File: config.mk
export PLATFORM = sky130hd
export DESIGN_NAME = sync_header_frame_parser_core
export DESIGN_NICKNAME = d
export VERILOG_FILES = /design/src/design/shfp_pkg.sv /design/src/design/sync_header_frame_parser_core.sv
export SDC_FILE = /design/constraint.sdc
export NUM_CORES = 1
export LEC_CHECK = 0
export ABC_AREA = 1
export BUFFER_PORTS_ARGS = -buffer_cell sky130_fd_sc_hd__buf_2
export CELL_PAD_IN_SITES_DETAIL_PLACEMENT = 0
export CELL_PAD_IN_SITES_GLOBAL_PLACEMENT = 1
export CORE_MARGIN = 4
export CORE_UTILIZATION = 52
export CTS_BUF_LIST = sky130_fd_sc_hd__clkbuf_4
export CTS_CLUSTER_DIAMETER = 80
export DETAILED_ROUTE_END_ITERATION = 16
export PLACE_DENSITY_LB_ADDON = 0.1
export SLEW_MARGIN = 40
export SYNTH_ARGS = -nofsm -noshare
export SYNTH_HDL_FRONTEND = slang
export SYNTH_SLANG_ARGS = --single-unit
File: constraint.sdc
create_clock -name clock -period 8.95 [get_ports clock]
set_input_delay 1.79 -clock clock [delete_from_list [all_inputs] [get_ports clock]]
set_output_delay 1.79 -clock clock [all_outputs]
set_load 0.01 [all_outputs]
File: src/design/shfp_pkg.sv
// ----------------------------------------------------------------------------
// shfp_pkg
// Constants shared by the sync-header frame parser: sync pattern, frame
// kinds, frame lengths and the default frame size.
// ----------------------------------------------------------------------------
package shfp_pkg;

   localparam int MAX_FRAME_BYTES_DEFAULT = 26;
   localparam int HEADER_BYTES            = 5;

   // Payload bytes held in registers; the last byte of a frame comes straight
   // from the input, so only the bytes before it are kept.
   localparam int STORED_BYTES_MAX = 20;

   localparam logic [31:0] SYNC_WORD = 32'hFF00_FF00;

   localparam logic [1:0] KIND_SENSOR = 2'd1;
   localparam logic [1:0] KIND_SHORT  = 2'd2;

   localparam int BYTE_INDEX_WIDTH = 5;

   // Index of the last payload byte for each kind
   localparam logic [BYTE_INDEX_WIDTH-1:0] LAST_SENSOR = 5'd20;
   localparam logic [BYTE_INDEX_WIDTH-1:0] LAST_SHORT  = 5'd2;

endpackage

File: src/design/sync_header_frame_parser_core.sv
// ----------------------------------------------------------------------------
// sync_header_frame_parser_core
// Hunts a byte stream for the sync pattern FF 00 FF 00, takes the type byte
// after it and collects the frame payload, then presents one decoded
// transaction per complete frame.
// ----------------------------------------------------------------------------
//
//   channel   ports                         direction  carries
//   req       req_valid, req_stall, req_*   in         one received byte
//   rsp       rsp_valid, rsp_stall, rsp_*   out        one decoded frame
//
// One byte is taken per clock unless held off; a decoded frame appears in the
// cycle after its last byte is accepted and sits in the result register until taken.
// Bytes that cannot finish a frame are taken even while a result waits; only
// the last byte of a frame is held off while rsp_stall holds an older result.
// Reset (synchronous) clears the hunting history and returns to hunting; the
// payload store is not cleared, every byte read being written by its frame.
// ----------------------------------------------------------------------------
module sync_header_frame_parser_core #(
   parameter int MAX_FRAME_BYTES = shfp_pkg::MAX_FRAME_BYTES_DEFAULT
) (
   input  logic               clock,
   input  logic               reset,

   input  logic               req_valid,
   output logic               req_stall,
   input  logic [7:0]         req_rx_byte,

   output logic               rsp_valid,
   input  logic               rsp_stall,
   output logic [1:0]         rsp_msg_type,
   output logic [31:0]        rsp_time_word,
   output logic [7:0]         rsp_touch_byte,
   output logic [39:0]        rsp_limit_bytes,
   output logic signed [15:0] rsp_accel_x,
   output logic signed [15:0] rsp_accel_y,
   output logic signed [15:0] rsp_accel_z,
   output logic [31:0]        rsp_debug_word,
   output logic [7:0]         rsp_check_byte
);

   localparam int PAYLOAD_SLOTS = MAX_FRAME_BYTES - shfp_pkg::HEADER_BYTES;
   localparam int STORE_DEPTH   = (PAYLOAD_SLOTS < shfp_pkg::STORED_BYTES_MAX) ?
                                  PAYLOAD_SLOTS : shfp_pkg::STORED_BYTES_MAX;
   localparam bit CHECK_KEPT    = (PAYLOAD_SLOTS > shfp_pkg::STORED_BYTES_MAX);
   localparam int IW            = shfp_pkg::BYTE_INDEX_WIDTH;

   logic [31:0]   history_ff, history_in;
   logic          in_frame_ff, in_frame_in;
   logic [1:0]    kind_ff, kind_in;
   logic [IW-1:0] byte_index_ff, byte_index_in;
   logic [7:0]    store_ff [STORE_DEPTH];

   logic          rsp_valid_ff, rsp_valid_in;
   logic [1:0]    type_ff;
   logic [31:0]   time_ff;
   logic [7:0]    touch_ff;
   logic [39:0]   limit_ff;
   logic [15:0]   ax_ff, ay_ff, az_ff;
   logic [31:0]   debug_ff;
   logic [7:0]    check_ff;

   logic          accept;
   logic          frame_last;
   logic          emit;
   logic          sync_seen;
   logic          kind_ok;
   logic [7:0]    pb [shfp_pkg::STORED_BYTES_MAX];

   // Payload bytes beyond the store read as zero
   for (genvar i = 0; i < shfp_pkg::STORED_BYTES_MAX; i++) begin : g_pb
      if (i < STORE_DEPTH) begin : g_kept
         assign pb[i] = store_ff[i];
      end else begin : g_lost
         assign pb[i] = 8'h00;
      end
   end

   assign frame_last = in_frame_ff &&
                       (((kind_ff == shfp_pkg::KIND_SENSOR) &&
                         (byte_index_ff == shfp_pkg::LAST_SENSOR)) ||
                        ((kind_ff == shfp_pkg::KIND_SHORT) &&
                         (byte_index_ff == shfp_pkg::LAST_SHORT)));

   // Hold off only a byte that would overwrite a result still waiting
   assign req_stall = rsp_valid_ff && rsp_stall && frame_last;
   assign accept    = req_valid && !req_stall;
   assign emit      = accept && frame_last;

   assign sync_seen = (history_ff == shfp_pkg::SYNC_WORD);
   assign kind_ok   = (req_rx_byte[7:2] == 6'd0) &&
                      ((req_rx_byte[1:0] == shfp_pkg::KIND_SENSOR) ||
                       (req_rx_byte[1:0] == shfp_pkg::KIND_SHORT));

   always_comb begin
      history_in    = history_ff;
      in_frame_in   = in_frame_ff;
      kind_in       = kind_ff;
      byte_index_in = byte_index_ff;
      if (accept) begin
         if (!in_frame_ff) begin
            history_in = {history_ff[23:0], req_rx_byte};
            if (sync_seen && kind_ok) begin
               in_frame_in   = 1'b1;
               kind_in       = req_rx_byte[1:0];
               byte_index_in = '0;
            end
         end else if (frame_last) begin
            in_frame_in   = 1'b0;
            byte_index_in = '0;
         end else begin
            byte_index_in = byte_index_ff + IW'(1);
         end
      end
   end

   assign rsp_valid_in = emit || (rsp_valid_ff && rsp_stall);

   always_ff @(posedge clock) begin
      if (reset) begin
         history_ff    <= '0;
         in_frame_ff   <= 1'b0;
         kind_ff       <= '0;
         byte_index_ff <= '0;
         rsp_valid_ff  <= 1'b0;
      end else begin
         history_ff    <= history_in;
         in_frame_ff   <= in_frame_in;
         kind_ff       <= kind_in;
         byte_index_ff <= byte_index_in;
         rsp_valid_ff  <= rsp_valid_in;
      end
   end

   always_ff @(posedge clock) begin
      for (int i = 0; i < STORE_DEPTH; i++) begin
         if (accept && in_frame_ff && (byte_index_ff == IW'(i))) begin
            store_ff[i] <= req_rx_byte;
         end
      end
   end

   // Decode the frame on its last byte; short messages carry only the check
   always_ff @(posedge clock) begin
      if (emit) begin
         type_ff <= kind_ff;
         if (kind_ff == shfp_pkg::KIND_SENSOR) begin
            time_ff  <= {pb[3], pb[2], pb[1], pb[0]};
            touch_ff <= pb[4];
            limit_ff <= {pb[9], pb[8], pb[7], pb[6], pb[5]};
            ax_ff    <= {pb[11], pb[10]};
            ay_ff    <= {pb[13], pb[12]};
            az_ff    <= {pb[15], pb[14]};
            debug_ff <= {pb[19], pb[18], pb[17], pb[16]};
            check_ff <= CHECK_KEPT ? req_rx_byte : 8'h00;
         end else begin
            time_ff  <= '0;
            touch_ff <= '0;
            limit_ff <= '0;
            ax_ff    <= '0;
            ay_ff    <= '0;
            az_ff    <= '0;
            debug_ff <= '0;
            check_ff <= req_rx_byte;
         end
      end
   end

   assign rsp_valid       = rsp_valid_ff;
   assign rsp_msg_type    = type_ff;
   assign rsp_time_word   = time_ff;
   assign rsp_touch_byte  = touch_ff;
   assign rsp_limit_bytes = limit_ff;
   assign rsp_accel_x     = ax_ff;
   assign rsp_accel_y     = ay_ff;
   assign rsp_accel_z     = az_ff;
   assign rsp_debug_word  = debug_ff;
   assign rsp_check_byte  = check_ff;

`ifndef SYNTHESIS
   a_kind_valid: assert property (@(posedge clock) disable iff (reset)
      in_frame_ff |-> (kind_ff == shfp_pkg::KIND_SENSOR) ||
                      (kind_ff == shfp_pkg::KIND_SHORT))
      else $error("frame open with unknown kind");

   a_index_bound: assert property (@(posedge clock) disable iff (reset)
      in_frame_ff && (kind_ff == shfp_pkg::KIND_SHORT) |->
         byte_index_ff <= shfp_pkg::LAST_SHORT)
      else $error("short frame index overran");

   a_index_bound_sensor: assert property (@(posedge clock) disable iff (reset)
      in_frame_ff |-> byte_index_ff <= shfp_pkg::LAST_SENSOR)
      else $error("sensor frame index overran");

   a_result_from_frame: assert property (@(posedge clock) disable iff (reset)
      $rose(rsp_valid_ff) |-> $past(in_frame_ff) && !in_frame_ff)
      else $error("result without a closing frame");

   a_no_overwrite: assert property (@(posedge clock) disable iff (reset)
      rsp_valid_ff && rsp_stall |=> rsp_valid_ff && $stable(check_ff) &&
                                    $stable(type_ff))
      else $error("waiting result overwritten");
`endif

endmodule

==> results.py <==
metrics = {
    "outcome": {
        "status": "finished, final reports clean",
    },
    "clock_tree": {
        "tritoncts": "yes",
        "cts-hold-fix-buffers": 0,
        "cts_buffer_depth": 3,
        "htree_levels": 3,
        "clock_latency_ns": 0.68,
        "cts_buffers": 90,
        "clock_sinks": 371,
        "clock-root-buffer": "clkbuf_4",
        "cts_setup_buffers": 0,
        "post_cts_resized": 0,
        "clkTransAtPathRegs_ns": 0.07,
    },
    "cells_and_area": {
        "syn_to_final_growth_pct": 19.5,
        "fillCellCount": 1988,
        "fin_nets": 1236,
        "drive_gt1_share_pct": 27.9,
        "postLayoutCoreUtil_pct": 63.1,
        "stdcell_count": 1614,
    },
    "timing": {
        "finalMaxSlewViolations": 0,
        "period_needed_ns": 4.08,
        "min_period_over_period_pct": 45.6,
        "final.setup.tns_ns": 0,
        "setup_viol": 0,
        "fmax_mhz": 245,
        "final_hold_viol_count": 0,
        "relSlewSlack_pct": 47.0,
        "worst_pin_slew_ns": 0.796,
        "fin_worst_skew_ns": 0.0493,
        "rsz0062_at_grt": "false",
    },
    "min_path": {
        "min-delay-path-class": "reg2reg",
        "holdCritStartpoint": "kind_ff[0]",
        "min_path_cells": 0,
        "whs_endpoint": "rsp_msg_type[0]",
    },
    "setup_path": {
        "worst_path_largest_cell_delay_ns": 0.41,
        "required_ns": 7.16,
        "cp-start-kind": "register",
        "rr_worst_depth": 11,
        "worstPathArrival_ns": 2.29,
        "r2r-start": "byte_index_ff[0]",
        "cp-end-kind": "primary output",
        "reg2reg_slack_ns": 5.30,
        "slowest_stage": "dfxtp_1",
        "r2r-end": "rsp_limit_bytes[6]",
        "path_cells": "inv_1 > ha_1 > inv_1 > nor2_1 > nand4_2 > nand2_4 > nand2_1 > nor2_1 > buf_2",
        "crit_type": "reg2out",
        "worst-path-max-fanout": 6,
        "startpoint": "byte_index_ff[0]",
    },
    "drt": {
        "drc": 0,
        "final_antenna_net_count": 0,
        "first_iter_violations": 688,
        "firstDrtPassIters": 5,
        "post_drt_wl_per_cell_um": 16.7,
        "num_vias": 7583,
        "avgViaCountPerCell": 4.70,
        "drt_wl_total_mm": 26.9,
    },
    "logic_synthesis": {
        "syn_avg_cell_area_um2": 13.8,
        "ys.warnings.count": 0,
        "syn_inst": 967,
        "synthTopCellsByCount": "330 x edfxtp_1, 199 x inv_1, 196 x nor2_1",
        "yosysUniqueCellTypes": 28,
        "ys_ff_latch": 371,
        "async_reset_ff_share_pct": 0,
        "synth_area_leaders": "edfxtp_1 74%, dfxtp_1 6.2%, inv_1 5.6%",
        "ys.flop_type": "edfxtp_1",
        "ys_seq_area_share_pct": 80.6,
        "yosysMostFrequentCell": "edfxtp_1",
        "synth_top_area_share_pct": 74.5,
        "synth-edff-count": 330,
        "synth_area_leader_cell": "edfxtp_1",
        "syn_nets": 984,
        "netlist_area_um2": 13300,
    },
    "floorplan": {
        "die_w_um": 168,
        "initial_core_util_pct": 52.8,
        "coreArea_um2": 25200,
        "fp.dieH_um": 168,
        "rows": 58,
        "die_area_um2": 28200,
        "pin_count": 184,
    },
    "run": {
        "cap_violations": 0,
    },
    "grt": {
        "grt_start_max_net_pins": 99,
        "grt_pass1_vias": 7520,
        "antenna_found_initial": 1,
        "grt_overflow": 0,
        "gr-usage-all-layers_pct": 19.4,
        "grt_pass1_wl_mm": 42.0,
    },
    "placed_design": {
        "dp.cells": 1456,
        "dpl.hpwl_mm": 15.8,
        "place_congestion": 0.792,
        "portBuffers": 183,
    },
    "pwr": {
        "p_per_area_nw_per_um2": 208,
        "p_leak_nw": 6.80,
        "peakVddDrop_mv": 0.121,
    },
}
## metrics by stage
step | hold slack (ns) | total power (W) | instance area, um2 | setup WS, ns
3_5_place_dp | 0.422 | 0.00197 | 14700 | 4.47
3_3_place_gp | 0.439 | 0.00197 | 14600 | 4.25
6_report | 0.428 | 0.00331 | 15900 | 4.87
4_1_cts | 0.436 | 0.00336 | 15900 | 4.82
2_1_floorplan | 0.408 | 0.00194 | 13300 | 2.87
5_1_grt | 0.456 | 0.00347 | 15900 | 4.68
## sequential cells by signal, indices dropped and copies added, names as in the netlist
signal	count
history_ff	32
in_frame_ff	1
byte_index_ff	5
rsp_accel_x	16
store_ff	160
rsp_accel_z	16
rsp_accel_y	16
kind_ff	2
rsp_debug_word	32
rsp_valid	1
rsp_check_byte	8
rsp_msg_type	2
rsp_limit_bytes	40
rsp_time_word	32
rsp_touch_byte	8
## layout make-up
type | instances | area, um2 | share of cell area, %
sequential | 371 | 10700 | 67.5
multi-input combinational | 365 | 1830 | 11.5
timing repair buffer | 190 | 996 | 6.26
clock buffer | 131 | 983 | 6.18
inverter | 201 | 763 | 4.80
tap | 330 | 413 | 2.60
clock inverter | 24 | 181 | 1.14
antenna | 2 | 5.00 | 0.0315
## cells by family (layout without fill, tap and decap cells)
kind of cell             Yosys count  count (layout)  synth area share, %
flip-flops                       371             371                 80.6
AND/OR/NAND/NOR                  286             286                 9.28
buffers and inverters            231             546                 6.64
AO/OA/AOI/OAI                     72              72                 2.83
adder cells (fa/ha/maj)            5               5                0.470
XOR/XNOR                           2               2                0.132
other                              0               2                    0
## per-layer routing
layer  track usage [%]  vias to the layer above  share of wire (%)
met2              31.5                      230                 48
met4              6.28                        0                1.4
li1                  -                     3751                  -
met1              26.1                     3567                 44
met3              4.53                       35                5.8
met5                 0                        -                  0
## how the worst max path moves through the flow
stage,endpoint,slack [ns],depth (start not counted)
floorplan,rsp_accel_x[0],2.87,5
global placement,rsp_debug_word[25],4.25,7
detailed placement,rsp_debug_word[25],4.47,7
CTS,req_stall,4.82,9
global route,req_stall,4.68,9
finish,req_stall,4.87,9
## worst max-delay path: cells and delay by family, from the launching register on
family / cells / cell delay (ns)
buffers and inverters: 3 / 0.60
AND/OR/NAND/NOR: 5 / 0.41
flip-flops: 1 / 0.41
adder cells (fa/ha/maj): 1 / 0.20
## power by group
part	switching, W	internal (W)	total [W]
clock	0.000618	0.000757	0.00137
combinational	0.0000409	0.0000116	0.0000526
sequential	0.00000500	0.00188	0.00188
total	0.000663	0.00265	0.00331
## cells in the final DEF (no fill, tap or decap), drive strengths merged, types with 11 or more instances in the layout
master	n
a21oi	40
dfxtp	41
clkinv	20
inv	202
clkbuf	131
nand3	13
nor4	11
nor2	199
nand2	47
o21ai	30
buf	190
edfxtp	330
(Power assumes the default switching activity.)
